File: config.mk
export PLATFORM = sky130hd
export DESIGN_NAME = target_lock_follow_steering
export DESIGN_NICKNAME = d
export VERILOG_FILES = /design/src/rtl/tlfs_pkg.sv /design/src/rtl/target_lock_follow_steering.sv /design/src/rtl/tlfs_decide.sv
export SDC_FILE = /design/constraint.sdc
export NUM_CORES = 1
export LEC_CHECK = 0
export CAP_MARGIN = 40
export CORE_AREA = 2 2 140 142
export DETAILED_ROUTE_END_ITERATION = 6
export DIE_AREA = 0 0 142 144
export DONT_BUFFER_PORTS = 1
export HOLD_SLACK_MARGIN = 0.12
export PLACE_DENSITY_LB_ADDON = 0.15
export SETUP_SLACK_MARGIN = 0.1
export SYNTH_ARGS = -nofsm -noshare
export SYNTH_HDL_FRONTEND = slang
export SYNTH_SLANG_ARGS = --single-unit
export TNS_END_PERCENT = 5
File: constraint.sdc
create_clock -name clk -period 5.89 [get_ports clk]
set_input_delay 0.2945 -clock clk [delete_from_list [all_inputs] [get_ports clk]]
set_output_delay 0.2945 -clock clk [all_outputs]
set_load 0.02 [all_outputs]
File: src/rtl/tlfs_pkg.sv
// Shared types and constants for the target-lock follow steering block.
// No dependencies; imported by tlfs_decide and target_lock_follow_steering.
package tlfs_pkg;

  localparam int unsigned XW   = 16;   // lateral offset, signed, 1/1024 m
  localparam int unsigned DW   = 17;   // distance, 1/1024 m
  localparam int unsigned IDW  = 16;
  localparam int unsigned THRW = 15;
  localparam int unsigned HW   = 8;    // hold_frames and missed_frames
  localparam int unsigned CIW  = 3;    // configuration index
  localparam int unsigned CDW  = 17;   // configuration data

  localparam logic [DW-1:0] NO_TARGET_DIST = DW'(102400);
  localparam logic [HW-1:0] MISSED_MAX     = '1;

  typedef enum logic [CIW-1:0] {
    REG_TURN_THRESHOLD = 3'd0,
    REG_NEAR_LIMIT     = 3'd1,
    REG_FOLLOW_LOW     = 3'd2,
    REG_FOLLOW_HIGH    = 3'd3,
    REG_HOLD_FRAMES    = 3'd4
  } reg_index_t;

  typedef enum logic [2:0] {
    CMD_TURN_RIGHT = 3'd0,
    CMD_TURN_LEFT  = 3'd1,
    CMD_FORWARD    = 3'd2,
    CMD_BACKWARD   = 3'd3,
    CMD_STOP       = 3'd4
  } drive_cmd_t;

  typedef struct packed {
    logic [THRW-1:0] turn_threshold;
    logic [DW-1:0]   near_limit;
    logic [DW-1:0]   follow_low;
    logic [DW-1:0]   follow_high;
  } thresholds_t;

  localparam logic [THRW-1:0] TURN_THRESHOLD_RST = THRW'(410);
  localparam logic [DW-1:0]   NEAR_LIMIT_RST     = DW'(2355);
  localparam logic [DW-1:0]   FOLLOW_LOW_RST     = DW'(2662);
  localparam logic [DW-1:0]   FOLLOW_HIGH_RST    = DW'(10240);
  localparam logic [HW-1:0]   HOLD_FRAMES_RST    = HW'(1);

endpackage

File: src/rtl/target_lock_follow_steering.sv
// Top level of the target-lock follow steering block.
// Depends on tlfs_pkg and tlfs_decide.
//
// Takes one item per clock: track items update the running nearest track and
// the lock in the cycle they transfer, and an end-of-frame item forms the
// drive command in that same cycle and places it in the output register, where
// it shows in the next cycle. Track items are taken even while a result waits;
// only an end-of-frame item waits for the output register to free up, so a
// stalled consumer holds back at most the frame close. Configuration writes
// are taken at any time, one per cycle.
module target_lock_follow_steering (
  input  logic                              clk,
  input  logic                              rst_n,
  input  logic                              in_valid,
  output logic                              in_ready,
  input  logic                              in_kind,
  input  logic [tlfs_pkg::IDW-1:0]          in_track_id,
  input  logic signed [tlfs_pkg::XW-1:0]    in_track_x,
  input  logic [tlfs_pkg::DW-1:0]           in_track_distance,
  input  logic                              in_track_visibility,
  output logic                              out_valid,
  input  logic                              out_ready,
  output logic [2:0]                        out_drive_command,
  output logic signed [tlfs_pkg::XW-1:0]    out_chosen_x,
  output logic [tlfs_pkg::DW-1:0]           out_chosen_distance,
  output logic                              out_target_locked,
  input  logic                              cfg_valid,
  output logic                              cfg_ready,
  input  logic [tlfs_pkg::CIW-1:0]          cfg_index,
  input  logic [tlfs_pkg::CDW-1:0]          cfg_data
);
  import tlfs_pkg::*;

  // configuration
  thresholds_t    thr_r;
  logic [HW-1:0]  hold_frames_r;

  // tracking state
  logic signed [XW-1:0] nearest_x_r,  nearest_x_nxt;
  logic [DW-1:0]        nearest_d_r,  nearest_d_nxt;
  logic                 lock_valid_r, lock_valid_nxt;
  logic [IDW-1:0]       locked_id_r,  locked_id_nxt;
  logic signed [XW-1:0] locked_x_r,   locked_x_nxt;
  logic [DW-1:0]        locked_d_r,   locked_d_nxt;
  logic                 began_unlocked_r, began_unlocked_nxt;
  logic                 seen_r,       seen_nxt;
  logic [HW-1:0]        missed_r,     missed_nxt;

  // output register
  logic                 out_valid_r,  out_valid_nxt;
  logic [2:0]           out_cmd_r;
  logic signed [XW-1:0] out_x_r;
  logic [DW-1:0]        out_d_r;
  logic                 out_locked_r;

  logic                 in_fire;
  logic                 eof_fire;
  logic                 trk_fire;
  logic                 eligible;
  logic                 take_nearest;
  logic                 follow_hit;
  logic                 active;
  logic                 use_locked;
  logic [HW-1:0]        missed_inc;
  logic                 drop_lock;
  logic signed [XW-1:0] cx;
  logic [DW-1:0]        cd;
  drive_cmd_t           cmd;

  assign in_ready  = !in_kind || !out_valid_r || out_ready;
  assign in_fire   = in_valid && in_ready;
  assign eof_fire  = in_fire && in_kind;
  assign trk_fire  = in_fire && !in_kind;
  assign cfg_ready = 1'b1;

  assign eligible     = !in_track_visibility;
  assign take_nearest = eligible && (in_track_distance < nearest_d_r);
  assign follow_hit   = !began_unlocked_r && lock_valid_r && eligible &&
                        (in_track_id == locked_id_r);

  // frame close
  assign active     = began_unlocked_r || seen_r;
  assign use_locked = (active || (missed_r < hold_frames_r)) && lock_valid_r;
  assign missed_inc = (!active && (missed_r != MISSED_MAX)) ? missed_r + HW'(1) : missed_r;
  assign drop_lock  = missed_inc >= hold_frames_r;
  assign cx         = use_locked ? locked_x_r : nearest_x_r;
  assign cd         = use_locked ? locked_d_r : nearest_d_r;

  tlfs_decide u_decide (
    .chosen_x        (cx),
    .chosen_distance (cd),
    .thr             (thr_r),
    .drive_command   (cmd)
  );

  always_comb begin
    nearest_x_nxt      = nearest_x_r;
    nearest_d_nxt      = nearest_d_r;
    lock_valid_nxt     = lock_valid_r;
    locked_id_nxt      = locked_id_r;
    locked_x_nxt       = locked_x_r;
    locked_d_nxt       = locked_d_r;
    began_unlocked_nxt = began_unlocked_r;
    seen_nxt           = seen_r;
    missed_nxt         = missed_r;
    if (trk_fire) begin
      if (take_nearest) begin
        nearest_x_nxt = in_track_x;
        nearest_d_nxt = in_track_distance;
        if (began_unlocked_r) begin
          locked_id_nxt  = in_track_id;
          locked_x_nxt   = in_track_x;
          locked_d_nxt   = in_track_distance;
          lock_valid_nxt = 1'b1;
        end
      end
      // only in a locked frame, so never overlaps the lock-on above
      if (follow_hit) begin
        locked_x_nxt = in_track_x;
        locked_d_nxt = in_track_distance;
        seen_nxt     = 1'b1;
        missed_nxt   = '0;
      end
    end else if (eof_fire) begin
      lock_valid_nxt     = drop_lock ? 1'b0 : lock_valid_r;
      missed_nxt         = drop_lock ? '0 : missed_inc;
      nearest_x_nxt      = '0;
      nearest_d_nxt      = NO_TARGET_DIST;
      seen_nxt           = 1'b0;
      began_unlocked_nxt = drop_lock || !lock_valid_r;
    end
  end

  always_comb begin
    out_valid_nxt = out_valid_r;
    if (out_valid_r && out_ready) begin
      out_valid_nxt = 1'b0;
    end
    if (eof_fire) begin
      out_valid_nxt = 1'b1;
    end
  end

  always_ff @(posedge clk) begin
    if (!rst_n) begin
      thr_r.turn_threshold <= TURN_THRESHOLD_RST;
      thr_r.near_limit     <= NEAR_LIMIT_RST;
      thr_r.follow_low     <= FOLLOW_LOW_RST;
      thr_r.follow_high    <= FOLLOW_HIGH_RST;
      hold_frames_r        <= HOLD_FRAMES_RST;
    end else if (cfg_valid && cfg_ready) begin
      unique case (cfg_index)
        REG_TURN_THRESHOLD: thr_r.turn_threshold <= cfg_data[THRW-1:0];
        REG_NEAR_LIMIT:     thr_r.near_limit     <= cfg_data[DW-1:0];
        REG_FOLLOW_LOW:     thr_r.follow_low     <= cfg_data[DW-1:0];
        REG_FOLLOW_HIGH:    thr_r.follow_high    <= cfg_data[DW-1:0];
        REG_HOLD_FRAMES:    hold_frames_r        <= cfg_data[HW-1:0];
        default: ;  // drop writes beyond the register list
      endcase
    end
  end

  always_ff @(posedge clk) begin
    if (!rst_n) begin
      nearest_x_r      <= '0;
      nearest_d_r      <= NO_TARGET_DIST;
      lock_valid_r     <= 1'b0;
      locked_id_r      <= '0;
      locked_x_r       <= '0;
      locked_d_r       <= '0;
      began_unlocked_r <= 1'b1;
      seen_r           <= 1'b0;
      missed_r         <= '0;
      out_valid_r      <= 1'b0;
    end else begin
      nearest_x_r      <= nearest_x_nxt;
      nearest_d_r      <= nearest_d_nxt;
      lock_valid_r     <= lock_valid_nxt;
      locked_id_r      <= locked_id_nxt;
      locked_x_r       <= locked_x_nxt;
      locked_d_r       <= locked_d_nxt;
      began_unlocked_r <= began_unlocked_nxt;
      seen_r           <= seen_nxt;
      missed_r         <= missed_nxt;
      out_valid_r      <= out_valid_nxt;
    end
  end

  // result payload
  always_ff @(posedge clk) begin
    if (eof_fire) begin
      out_cmd_r    <= cmd;
      out_x_r      <= cx;
      out_d_r      <= cd;
      out_locked_r <= !drop_lock && lock_valid_r;
    end
  end

  assign out_valid           = out_valid_r;
  assign out_drive_command   = out_cmd_r;
  assign out_chosen_x        = out_x_r;
  assign out_chosen_distance = out_d_r;
  assign out_target_locked   = out_locked_r;

`ifndef ASSERT_OFF
  a_unlocked_frame_flag: assert property (@(posedge clk) disable iff (!rst_n)
    !lock_valid_r |-> began_unlocked_r)
    else $error("frame marked locked while no lock is held");

  a_seen_clears_missed: assert property (@(posedge clk) disable iff (!rst_n)
    seen_r |-> (missed_r == '0))
    else $error("locked id seen but miss count not cleared");

  a_nearest_bound: assert property (@(posedge clk) disable iff (!rst_n)
    nearest_d_r <= NO_TARGET_DIST)
    else $error("nearest distance above no-target value");

  a_lock_on: assert property (@(posedge clk) disable iff (!rst_n)
    trk_fire && began_unlocked_r && take_nearest |=> lock_valid_r)
    else $error("unlocked frame failed to lock onto nearest track");

  a_eof_result: assert property (@(posedge clk) disable iff (!rst_n)
    eof_fire |=> out_valid_r)
    else $error("end of frame produced no result");
`endif

endmodule

File: src/rtl/tlfs_decide.sv
// Drive command decision from the chosen offset and distance.
// Depends on tlfs_pkg for the threshold struct and command codes.
module tlfs_decide (
  input  logic signed [tlfs_pkg::XW-1:0] chosen_x,
  input  logic [tlfs_pkg::DW-1:0]        chosen_distance,
  input  tlfs_pkg::thresholds_t          thr,
  output tlfs_pkg::drive_cmd_t           drive_command
);
  import tlfs_pkg::*;

  logic signed [XW:0] x_ext;
  logic signed [XW:0] thr_pos;
  logic signed [XW:0] thr_neg;

  assign x_ext   = (XW+1)'(chosen_x);
  assign thr_pos = $signed({{(XW+1-THRW){1'b0}}, thr.turn_threshold});
  assign thr_neg = -thr_pos;

  // Priority: turning first, then the distance bands.
  always_comb begin
    if (x_ext > thr_pos) begin
      drive_command = CMD_TURN_RIGHT;
    end else if (x_ext < thr_neg) begin
      drive_command = CMD_TURN_LEFT;
    end else if (chosen_distance > thr.follow_low && chosen_distance < thr.follow_high) begin
      drive_command = CMD_FORWARD;
    end else if (chosen_distance < thr.near_limit) begin
      drive_command = CMD_BACKWARD;
    end else begin
      drive_command = CMD_STOP;
    end
  end

endmodule
==> results of run 1 <==
## area by class of cell
cell class	count	area share
Tap cell	238	0.0231
Clock buffer	42	0.0631
Inverter	95	0.0277
Multi-Input combinational cell	892	0.472
Clock inverter	2	0.00466
Antenna cell	2	0.000389
Sequential cell	205	0.347
Timing Repair Buffer	78	0.0614
## final timing paths
| kind | from | end | slack (ns) | depth (start not counted) |
|---|---|---|---|---|
| setup / recovery | hold_frames_r[7]$_SDFFE_PN0P_ | out_drive_command[1]$_SDFFCE_PP0P_ | 1.27 | 16 |
| hold / removal | cfg_index[2] | hold_frames_r[0]$_SDFFE_PN1P_ | 0.22 | 3 |
| setup reg to reg | hold_frames_r[7]$_SDFFE_PN0P_ | out_drive_command[1]$_SDFFCE_PP0P_ | 1.27 | 16 |
| hold reg to reg | locked_x_r[8]$_SDFFE_PN0P_ | locked_x_r[8]$_SDFFE_PN0P_ | 0.45 | 2 |
## through the flow
| stage | cell area [um^2] | cells |
|---|---|---|
| 4_1_cts | 12900 | 1552 |
| 5_1_grt | 12900 | 1552 |
| 6_report | 12900 | 1554 |
| 2_1_floorplan | 11200 | 1248 |
| 3_3_place_gp | 11300 | 1437 |
| 3_5_place_dp | 11300 | 1439 |
## power groups by stage
stage | clock [uW] | combinational, uW | sequential (uW)
after floorplan | 0 | 241 | 1540
after global placement | 0 | 281 | 1550
after detailed placement | 0 | 289 | 1560
after CTS | 1620 | 362 | 1530
after global routing | 1680 | 404 | 1530
final | 1600 | 366 | 1530
## cells in the mapped netlist, types with 9 or more instances
master | n | area share
nand2_1 | 216 | 0.073
dfxtp_1 | 168 | 0.30
ha_1 | 113 | 0.13
inv_1 | 94 | 0.032
nand3_1 | 80 | 0.036
a21boi_0 | 73 | 0.049
clkbuf_1 | 43 | 0.014
edfxtp_1 | 37 | 0.10
mux2_2 | 31 | 0.031
nor2_1 | 31 | 0.010
nor2b_1 | 30 | 0.017
o21ai_0 | 30 | 0.013
o21ai_1 | 30 | 0.013
xnor2_1 | 26 | 0.020
a21oi_1 | 25 | 0.011
o211ai_1 | 22 | 0.015
nand4_1 | 21 | 0.012
mux2i_1 | 17 | 0.015
nor3_1 | 13 | 0.0058
a21boi_1 | 12 | 0.0081
a21o_1 | 11 | 0.0074
nand2b_1 | 10 | 0.0056
xor2_1 | 9 | 0.0071
## flip-flops by register name, indices dropped and copies added, names as in the netlist
signal	flops
thr_r	66
locked_d_r	17
nearest_d_r	17
out_chosen_distance	17
locked_id_r	16
locked_x_r	16
nearest_x_r	16
out_chosen_x	16
hold_frames_r	8
missed_r	8
out_drive_command	3
began_unlocked_r	1
lock_valid_r	1
out_target_locked	1
out_valid	1
seen_r	1
## layer usage
| metal | global-route usage | wire [um] |
|---|---|---|
| met1 | 0.357 | 12600 |
| met2 | 0.485 | 13800 |
| met3 | 0.0530 | 1810 |
| met4 | 0.0921 | 893 |
| met5 | 0 | 0 |
## worst register-to-register path: stages, from the launching register on
cell and delay, ns:
dfxtp_1 0.32, inv_1 0.06, ha_1 0.29, and3_1 0.20, and2_1 0.17, o31ai_1 0.41, nand2_1 0.37, buf_8 0.27
mux2_2 0.36, ha_1 0.31, o21ai_0 0.14, a21oi_1 0.06, o31ai_1 0.31, a211oi_1 0.12, o311ai_0 0.56, o22ai_1 0.20
and3b_1 0.20
## logic make-up (layout without fill, tap and decap cells)
kind of cell,count (synthesis),after routing,synth area share
AO/OA/AOI/OAI,258,258,0.159
adder cells (fa/ha/maj),113,113,0.127
AND/OR/NAND/NOR,437,437,0.183
flip-flops,205,205,0.401
buffers and inverters,151,217,0.0552
other,1,3,0.000336
XOR/XNOR,35,35,0.0275
multiplexers,48,48,0.0466
==> impl_metrics.tcl, run 1 <==
set metrics [dict create \
    synthDistinctLibCells 64 \
    die_w_um 142 \
    total_power_uw 3490 \
    worst-setup-path-type "reg2reg" \
    gr-total-overflow 0 \
    hold_viol 0 \
    yosysWarningCount 0 \
    crit_buf_inv 2 \
    place_congestion 0.908 \
    yosys_most_used_dff "dfxtp_1" \
    crit_path_top_delay_cell "o311ai_0" \
    port_buffers 0 \
    synth_edf_count 37 \
    clockBufferDepth 3 \
    pwr-share-comb 0.105 \
    cp_cell_sequence "inv_1 > ha_1 > and3_1 > and2_1 > o31ai_1 > nand2_1 > buf_8 > mux2_2 > ha_1 > o21ai_0 > a21oi_1 > o31ai_1 > a211oi_1 > o311ai_0 > o22ai_1 > and3b_1" \
    crit_required_ns 6.15 \
    period_share 0.784 \
    tightest_slew_ns 0.873 \
    grt_pass1_wl_um 45200 \
    finalSetupViolCount 0 \
    period_minus_slack_ns 4.62 \
    p_leak_uw 0.00519 \
    setup_ws_ns 1.27 \
    rsz0062_at_grt "no" \
    placementRows 51 \
    p_switching_uw 837 \
    wl_per_cell_um 18.7 \
    cts_resized 0 \
    dieArea_um2 20400 \
    startpoint_type "register" \
    hold_class "in2reg" \
    syn-num-nets 1437 \
    post_cts_buffers 0 \
    synth_seq_cells 205 \
    arrival_ns 4.88 \
    drive_above_1_share 0.0677 \
    netlist_area_um2 11200 \
    core_area_um2 19100 \
    mostFrequentLayoutCell "nand2_1" \
    vias_per_cell 5.80 \
    slew_headroom 0.418 \
    internal_power_uw 2650 \
    regArea_um2 4470 \
    cpPeakStageDelay_ns 0.56 \
    multi_input_area_um2 6080 \
    clk_latency_ns 0.52 \
    boundaryPins 116 \
    power_density_nw_per_um2 271 \
    irDropWorstVdd_mv 0.337 \
    skew_ns 0.0179 \
    fin_nets 1485 \
    fill_cells 1570 \
    antenna_found_initial 2 \
    crit_family "compound AO/OA/AOI/OAI gates" \
    fmax_ghz 0.217 \
    clk_pin_slew_ns 0.06 \
    dr.pass1.iters 7 \
    clockPowerShare 0.458 \
    fin_util 0.675 \
    status "completed" \
    grt_pass1_vias 8534 \
    dr_total_vias 9009 \
    crit_fanout 13 \
    wl_um 29100 \
    end_kind "register" \
    areaGrowthSynthToFinish_pct 15.5 \
    cts_root_buffer "clkbuf_16" \
    avgSynthCellArea_um2 8.94 \
    p_seq_frac 0.437 \
    place_ws_ns 1.38 \
    async_reset_ff_frac 0 \
    synth_seq_area_share 0.401 \
    die_h_um 144 \
    cts_hold_buf 69 \
    cts_tree "built" \
    p_sw_frac 0.240 \
    mostFrequentLayoutCells "nand2_1 (216), dfxtp_1 (168), ha_1 (113), inv_1 (94), nand3_1 (80)" \
    tns_ns 0 \
    dpl.hpwl_um 20500 \
    grt_max_degree 202 \
    whs_ns 0.222 \
    max-cap-violations 0 \
    antenna_left 0 \
    start_util 0.584 \
    clkSinkCount 205 \
    maxSlewViolCount 0 \
    cts_buffers 24 \
    htreeDepth 1 \
    drc_errors 0 \
    drt_iter0_drc 634 \
    grt_use_total 0.281 \
    syn_inst 1248 \
]
No activity file was read; power rests on OpenSTA's default activity.
==> inputs of run 2 (changes only) <==
--- a/config.mk
+++ b/config.mk
@@ -6,9 +6,9 @@
 export NUM_CORES = 1
 export LEC_CHECK = 0
 export CAP_MARGIN = 40
-export CORE_AREA = 2 2 140 142
+export CORE_AREA = 2 2 142 144
 export DETAILED_ROUTE_END_ITERATION = 6
-export DIE_AREA = 0 0 142 144
+export DIE_AREA = 0 0 144 146
 export DONT_BUFFER_PORTS = 1
 export HOLD_SLACK_MARGIN = 0.12
 export PLACE_DENSITY_LB_ADDON = 0.15
==> constraint.sdc (replaced) <==
create_clock -name clk -period 4.17 [get_ports clk]
set_input_delay 0.2085 -clock clk [delete_from_list [all_inputs] [get_ports clk]]
set_output_delay 0.2085 -clock clk [all_outputs]
set_load 0.02 [all_outputs]
==> run 2 against run 1 <==
Effect of this change: final area increased by 0.94%; power grew 38%; final cell count up 2.6%; setup slack lost 1.0 ns; combinational power increased by 47%; wire length increased by 2.1%; via count increased by 1.3%; clock power grew 32%; worst hold slack worse by 0.11 ns; sequential power up 41%; register-to-register slack got worse by 1.0 ns; maximum frequency grew 18%; critical path type unchanged; largest power group is now sequential cells.
==> impl_metrics.tcl, run 2 (synthesized netlist as in run 1, its figures left out) <==
set metrics [dict create \
    status "completed" \
    use_met2 0.482 \
    pwr-share-comb 0.112 \
    setup_ws_ns 0.242 \
    final_cell_area_um2 13000 \
    clockPowerShare 0.440 \
    p_sw_frac 0.252 \
    irDropWorstVdd_mv 0.301 \
    gr-total-overflow 0 \
    dieArea_um2 21000 \
    tightest_slew_ns 0.915 \
    dpl.hpwl_um 20700 \
    placed_cell_area_um2 11400 \
    cp_cell_sequence "inv_1 > ha_1 > a211o_1 > a31oi_1 > o21a_1 > nand2_4 > buf_4 > mux2_2 > buf_4 > ha_1 > and4_1 > a221o_1 > o221ai_2 > a31oi_1 > o22ai_1 > nor3b_1" \
    grt_pass1_wl_um 46800 \
    fin_nets 1499 \
    antenna_found_initial 2 \
    slew_headroom 0.390 \
    p_leak_uw 0.00524 \
    skew_ns 0.0136 \
    clkSinkCount 205 \
    areaGrowthSynthToFinish_pct 16.6 \
    power_density_nw_per_um2 370 \
    hold_viol 0 \
    grt_use_met3 0.0550 \
    place_ws_ns -0.153 \
    multi_input_area_um2 6130 \
    crit_required_ns 4.43 \
    rsz0062_at_grt "yes" \
    drc_errors 0 \
    period_share 0.942 \
    cpPeakStageDelay_ns 0.32 \
    dr_total_vias 9130 \
    drt_iter0_drc 533 \
    clk_latency_ns 0.53 \
    cts_root_buffer "clkbuf_16" \
    mostFrequentLayoutCell "nand2_1" \
    grt_use_total 0.282 \
    reg2reg_slack_ns 0.24 \
    antenna_left 0 \
    worst-setup-path-type "reg2reg" \
    grt_max_degree 202 \
    grt_pass1_vias 8966 \
    clk_pin_slew_ns 0.06 \
    whs_ns 0.111 \
    p_seq_frac 0.448 \
    cts_buffers 23 \
    fill_cells 1576 \
    start_util 0.577 \
    die_h_um 146 \
    hold_class "in2reg" \
    port_buffers 0 \
    total_power_uw 4810 \
    htreeDepth 1 \
    period_minus_slack_ns 3.93 \
    grtUsageMet1 0.347 \
    p_switching_uw 1210 \
    cts_tree "built" \
    crit_fanout 8 \
    dp_cells 1477 \
    vias_per_cell 5.73 \
    crit_buf_inv 3 \
    end_kind "register" \
    fmax_ghz 0.255 \
    regArea_um2 4470 \
    finalSetupViolCount 0 \
    arrival_ns 4.19 \
    max-cap-violations 0 \
    boundaryPins 116 \
    internal_power_uw 3600 \
    dr.pass1.iters 5 \
    fin_cells 1594 \
    drive_above_1_share 0.0829 \
    busiest_layer "met2" \
    core_area_um2 19300 \
    largest_reg_flops 66 \
    startpoint_type "register" \
    place_congestion 0.949 \
    crit_family "compound AO/OA/AOI/OAI gates" \
    regMostFlops "thr_r" \
    wl_per_cell_um 18.6 \
    mostFrequentLayoutCells "nand2_1 (215), dfxtp_1 (168), ha_1 (113), inv_1 (94), nand3_1 (80)" \
    maxSlewViolCount 0 \
    clockBufferDepth 3 \
    placementRows 51 \
    die_w_um 144 \
    crit_path_top_delay_cell "dfxtp_1" \
    wl_um 29700 \
]
==> run 2: changes by cell type in the layout (fill, tap and decap cells not counted), moves of 2 or more <==
cell | before | now
buf_4 | 7 | 20
clkinv_2 | 0 | 7
clkbuf_1 | 7 | 2
clkbuf_16 | 27 | 23
clkbuf_8 | 8 | 4
o21ai_0 | 30 | 27
o21ai_1 | 30 | 33
clkinv_1 | 0 | 2
==> run 2: metal layers <==
metal,share of wire,up-vias
met5,0.00044,-
met2,0.49,301
met4,0.035,2
li1,-,4500
met3,0.065,74
met1,0.41,4253
==> run 2: worst min-delay path, cell delays in order <==
cell     delay, ns
buf_16        0.19
nand2_1       0.13
o21ai_1       0.05
==> run 2: path summary, 6_finish.rpt <==
path / start / end / cells after the start
setup / recovery: hold_frames_r[2]$_SDFFE_PN0P_ / out_drive_command[2]$_SDFFCE_PP0P_ / 16
hold / removal: rst_n / locked_x_r[9]$_SDFFE_PN0P_ / 3
setup reg to reg: hold_frames_r[2]$_SDFFE_PN0P_ / out_drive_command[2]$_SDFFCE_PP0P_ / 16
hold reg to reg: locked_d_r[14]$_SDFFE_PN0P_ / locked_d_r[14]$_SDFFE_PN0P_ / 2
==> run 2: power by group through the flow <==
stage	registers, uW	clock network (uW)	logic (uW)
floorplan	2180	0	340
global placement	2200	0	402
detailed placement	2200	0	413
CTS	2150	2150	520
global route	2160	2220	591
finish	2150	2120	537
==> run 2: cell type report <==
type                       instances  share of cell area
antenna                            2            0.000385
clock buffer                      29              0.0491
clock inverter                    13              0.0117
inverter                          95              0.0274
multi-input combinational        892               0.472
sequential                       205               0.344
tap                              265              0.0255
timing repair buffer              93              0.0700
==> run 2: timing repair <==
action,CTS,global route
hold endpoints to repair,168,0
endpoints found under the setup margin,3,3
hold buffers,70,0
pin swaps,1,5
buffers inserted,1,2
resized for setup,4,12
==> run 2: per-stage QoR <==
| stage | util | TNS [ns] |
|---|---|---|
| final | 0.672 | 0 |
| after detailed placement | 0.590 | -0.239 |
| after global routing | 0.672 | 0 |
| after global placement | 0.588 | 0 |
| after floorplan | - | 0 |
| after CTS | 0.669 | 0 |
==> inputs of run 3 (changes only) <==
--- a/config.mk
+++ b/config.mk
@@ -6,9 +6,9 @@
 export NUM_CORES = 1
 export LEC_CHECK = 0
 export CAP_MARGIN = 40
-export CORE_AREA = 2 2 142 144
+export CORE_AREA = 2 2 161 163
 export DETAILED_ROUTE_END_ITERATION = 6
-export DIE_AREA = 0 0 144 146
+export DIE_AREA = 0 0 163 165
 export DONT_BUFFER_PORTS = 1
 export HOLD_SLACK_MARGIN = 0.12
 export PLACE_DENSITY_LB_ADDON = 0.15
==> run 3 against run 2 <==
Effect of this change: sequential cell count is the same; global-route usage fell by 4.8 points; power shrank 0.74%; core utilization down 15 points; combinational power decreased by 1%; non-clock buffer count down 2; die area is 28% higher; wire length grew 4.3%; largest cell class unchanged.
==> impl_metrics.tcl, run 3 (synthesized netlist as in run 1, its figures left out) <==
set metrics [dict create \
    status "completed" \
    setup_ws_ns 0.336 \
    gr-total-overflow 0 \
    grt_max_degree 202 \
    cp_cell_sequence "inv_1 > ha_1 > a211o_1 > a31oi_2 > o21a_1 > nand2_4 > buf_4 > mux2_2 > ha_1 > o21ai_0 > a21oi_1 > o31ai_1 > a211oi_1 > o311ai_2 > o22ai_2 > and3b_1" \
    irDropWorstVdd_mv 0.248 \
    dr_total_vias 8817 \
    die_w_um 163 \
    worst-setup-path-type "reg2reg" \
    final_cell_area_um2 13100 \
    regMostFlops "thr_r" \
    largest_reg_flops 66 \
    rsz0062_at_grt "no" \
    arrival_ns 4.10 \
    cts_root_buffer "clkbuf_16" \
    start_util 0.445 \
    grt_pass1_vias 8855 \
    place_congestion 0.883 \
    slew_headroom 0.474 \
    wl_um 31000 \
    placed_cell_area_um2 11500 \
    wl_per_cell_um 18.7 \
    finalSetupViolCount 0 \
    fill_cells 2349 \
    startpoint_type "register" \
    cts_tree "built" \
    placementRows 58 \
    boundaryPins 116 \
    clk_pin_slew_ns 0.06 \
    clkSinkCount 205 \
    antenna_left 0 \
    areaGrowthSynthToFinish_pct 17.4 \
    fmax_ghz 0.261 \
    crit_fanout 7 \
    mostFrequentLayoutCells "nand2_1 (215), dfxtp_1 (168), ha_1 (113), inv_1 (94), nand3_1 (80)" \
    cpPeakStageDelay_ns 0.33 \
    maxSlewViolCount 0 \
    tightest_slew_ns 0.789 \
    hold_viol 0 \
    skew_ns 0.00746 \
    grt_use_total 0.234 \
    cts_buffers 24 \
    htreeDepth 1 \
    power_density_nw_per_um2 364 \
    cpMostUsedCell "ha_1" \
    dr.pass1.iters 5 \
    mostFrequentLayoutCell "nand2_1" \
    clk_latency_ns 0.52 \
    crit_required_ns 4.44 \
    period_minus_slack_ns 3.83 \
    clockBufferDepth 3 \
    drt_iter0_drc 472 \
    fin_nets 1498 \
    dpl.hpwl_um 22100 \
    grt_pass1_wl_um 49000 \
    antenna_found_initial 0 \
    drc_errors 0 \
    hold_class "in2reg" \
    p_leak_uw 0.00522 \
    fin_util 0.523 \
    period_share 0.919 \
    vias_per_cell 5.32 \
    crit_buf_inv 2 \
    core_area_um2 25000 \
    num_antenna_cells 0 \
    port_buffers 0 \
    max-cap-violations 0 \
    place_ws_ns -0.129 \
    dieArea_um2 26900 \
    die_h_um 165 \
    end_kind "register" \
    crit_path_top_delay_cell "mux2_2" \
    tns_ns 0 \
    drive_above_1_share 0.0844 \
    crit_family "compound AO/OA/AOI/OAI gates" \
]
-- run 3: changes by cell type in the layout (fill, tap and decap cells not counted), sizes merged --
cell / change
diode: -2
clkbuf: +7
clkinv: -3
bufinv: -2
dlygate4sd3: +1
buf: -3
-- run 3: path summary, 6_finish.rpt --
| path | cells past startpoint | start | endpoint | slack [ns] |
|---|---|---|---|---|
| hold reg to reg | 2 | locked_d_r[1]$_SDFFE_PN0P_ | locked_d_r[1]$_SDFFE_PN0P_ | 0.45 |
| setup reg to reg | 16 | hold_frames_r[2]$_SDFFE_PN0P_ | out_drive_command[1]$_SDFFCE_PP0P_ | 0.34 |
| setup / recovery | 16 | hold_frames_r[2]$_SDFFE_PN0P_ | out_drive_command[1]$_SDFFCE_PP0P_ | 0.34 |
| hold / removal | 3 | cfg_valid | hold_frames_r[4]$_SDFFE_PN0P_ | 0.15 |
-- run 3: where the power goes --
part           switching (uW)  total [uW]  internal (uW)
combinational             301         530            229
sequential               67.6        2160           2090
clock                     834        2080           1250
-- run 3: through the flow --
stage               hold WS, ns  instances  total power, uW
finish                    0.148       1657             4770
floorplan                 0.332       1248             2520
detailed placement        0.314       1539             2610
global route              0.165       1657             4970
CTS                       0.138       1654             4820
global placement          0.311       1537             2600
-- run 3: per-layer routing --
metal / vias up / GRT usage / part of all wire
met5: - / 0 / 0
met1: 4093 / 0.283 / 0.43
met4: 0 / 0.0696 / 0.028
met3: 56 / 0.0457 / 0.053
li1: 4490 / - / -
met2: 178 / 0.421 / 0.49
-- run 3: final cells by class --
type / count / area (um^2) / area share
Clock buffer: 36 / 716 / 0.0547
Clock inverter: 8 / 81.3 / 0.00621
Multi-Input combinational cell: 892 / 6150 / 0.470
Inverter: 95 / 357 / 0.0272
Tap cell: 330 / 413 / 0.0315
Timing Repair Buffer: 91 / 897 / 0.0685
Sequential cell: 205 / 4470 / 0.342
-- run 3: what timing repair did --
action	in CTS	in global routing
endpoints found under the setup margin	3	3
buffers inserted	0	3
gates resized for setup	3	16
hold buffers	71	0
pin swaps	0	3
endpoints found under the hold margin	168	0
-- run 3: worst register-to-register path: stages, from the launching register on --
cell and delay [ns]:
dfxtp_1 0.32, inv_1 0.06, ha_1 0.31, a211o_1 0.31, a31oi_2 0.18, o21a_1 0.21
nand2_4 0.11, buf_4 0.18, mux2_2 0.33, ha_1 0.30, o21ai_0 0.14, a21oi_1 0.06
o31ai_1 0.30, a211oi_1 0.14, o311ai_2 0.31, o22ai_2 0.14, and3b_1 0.18
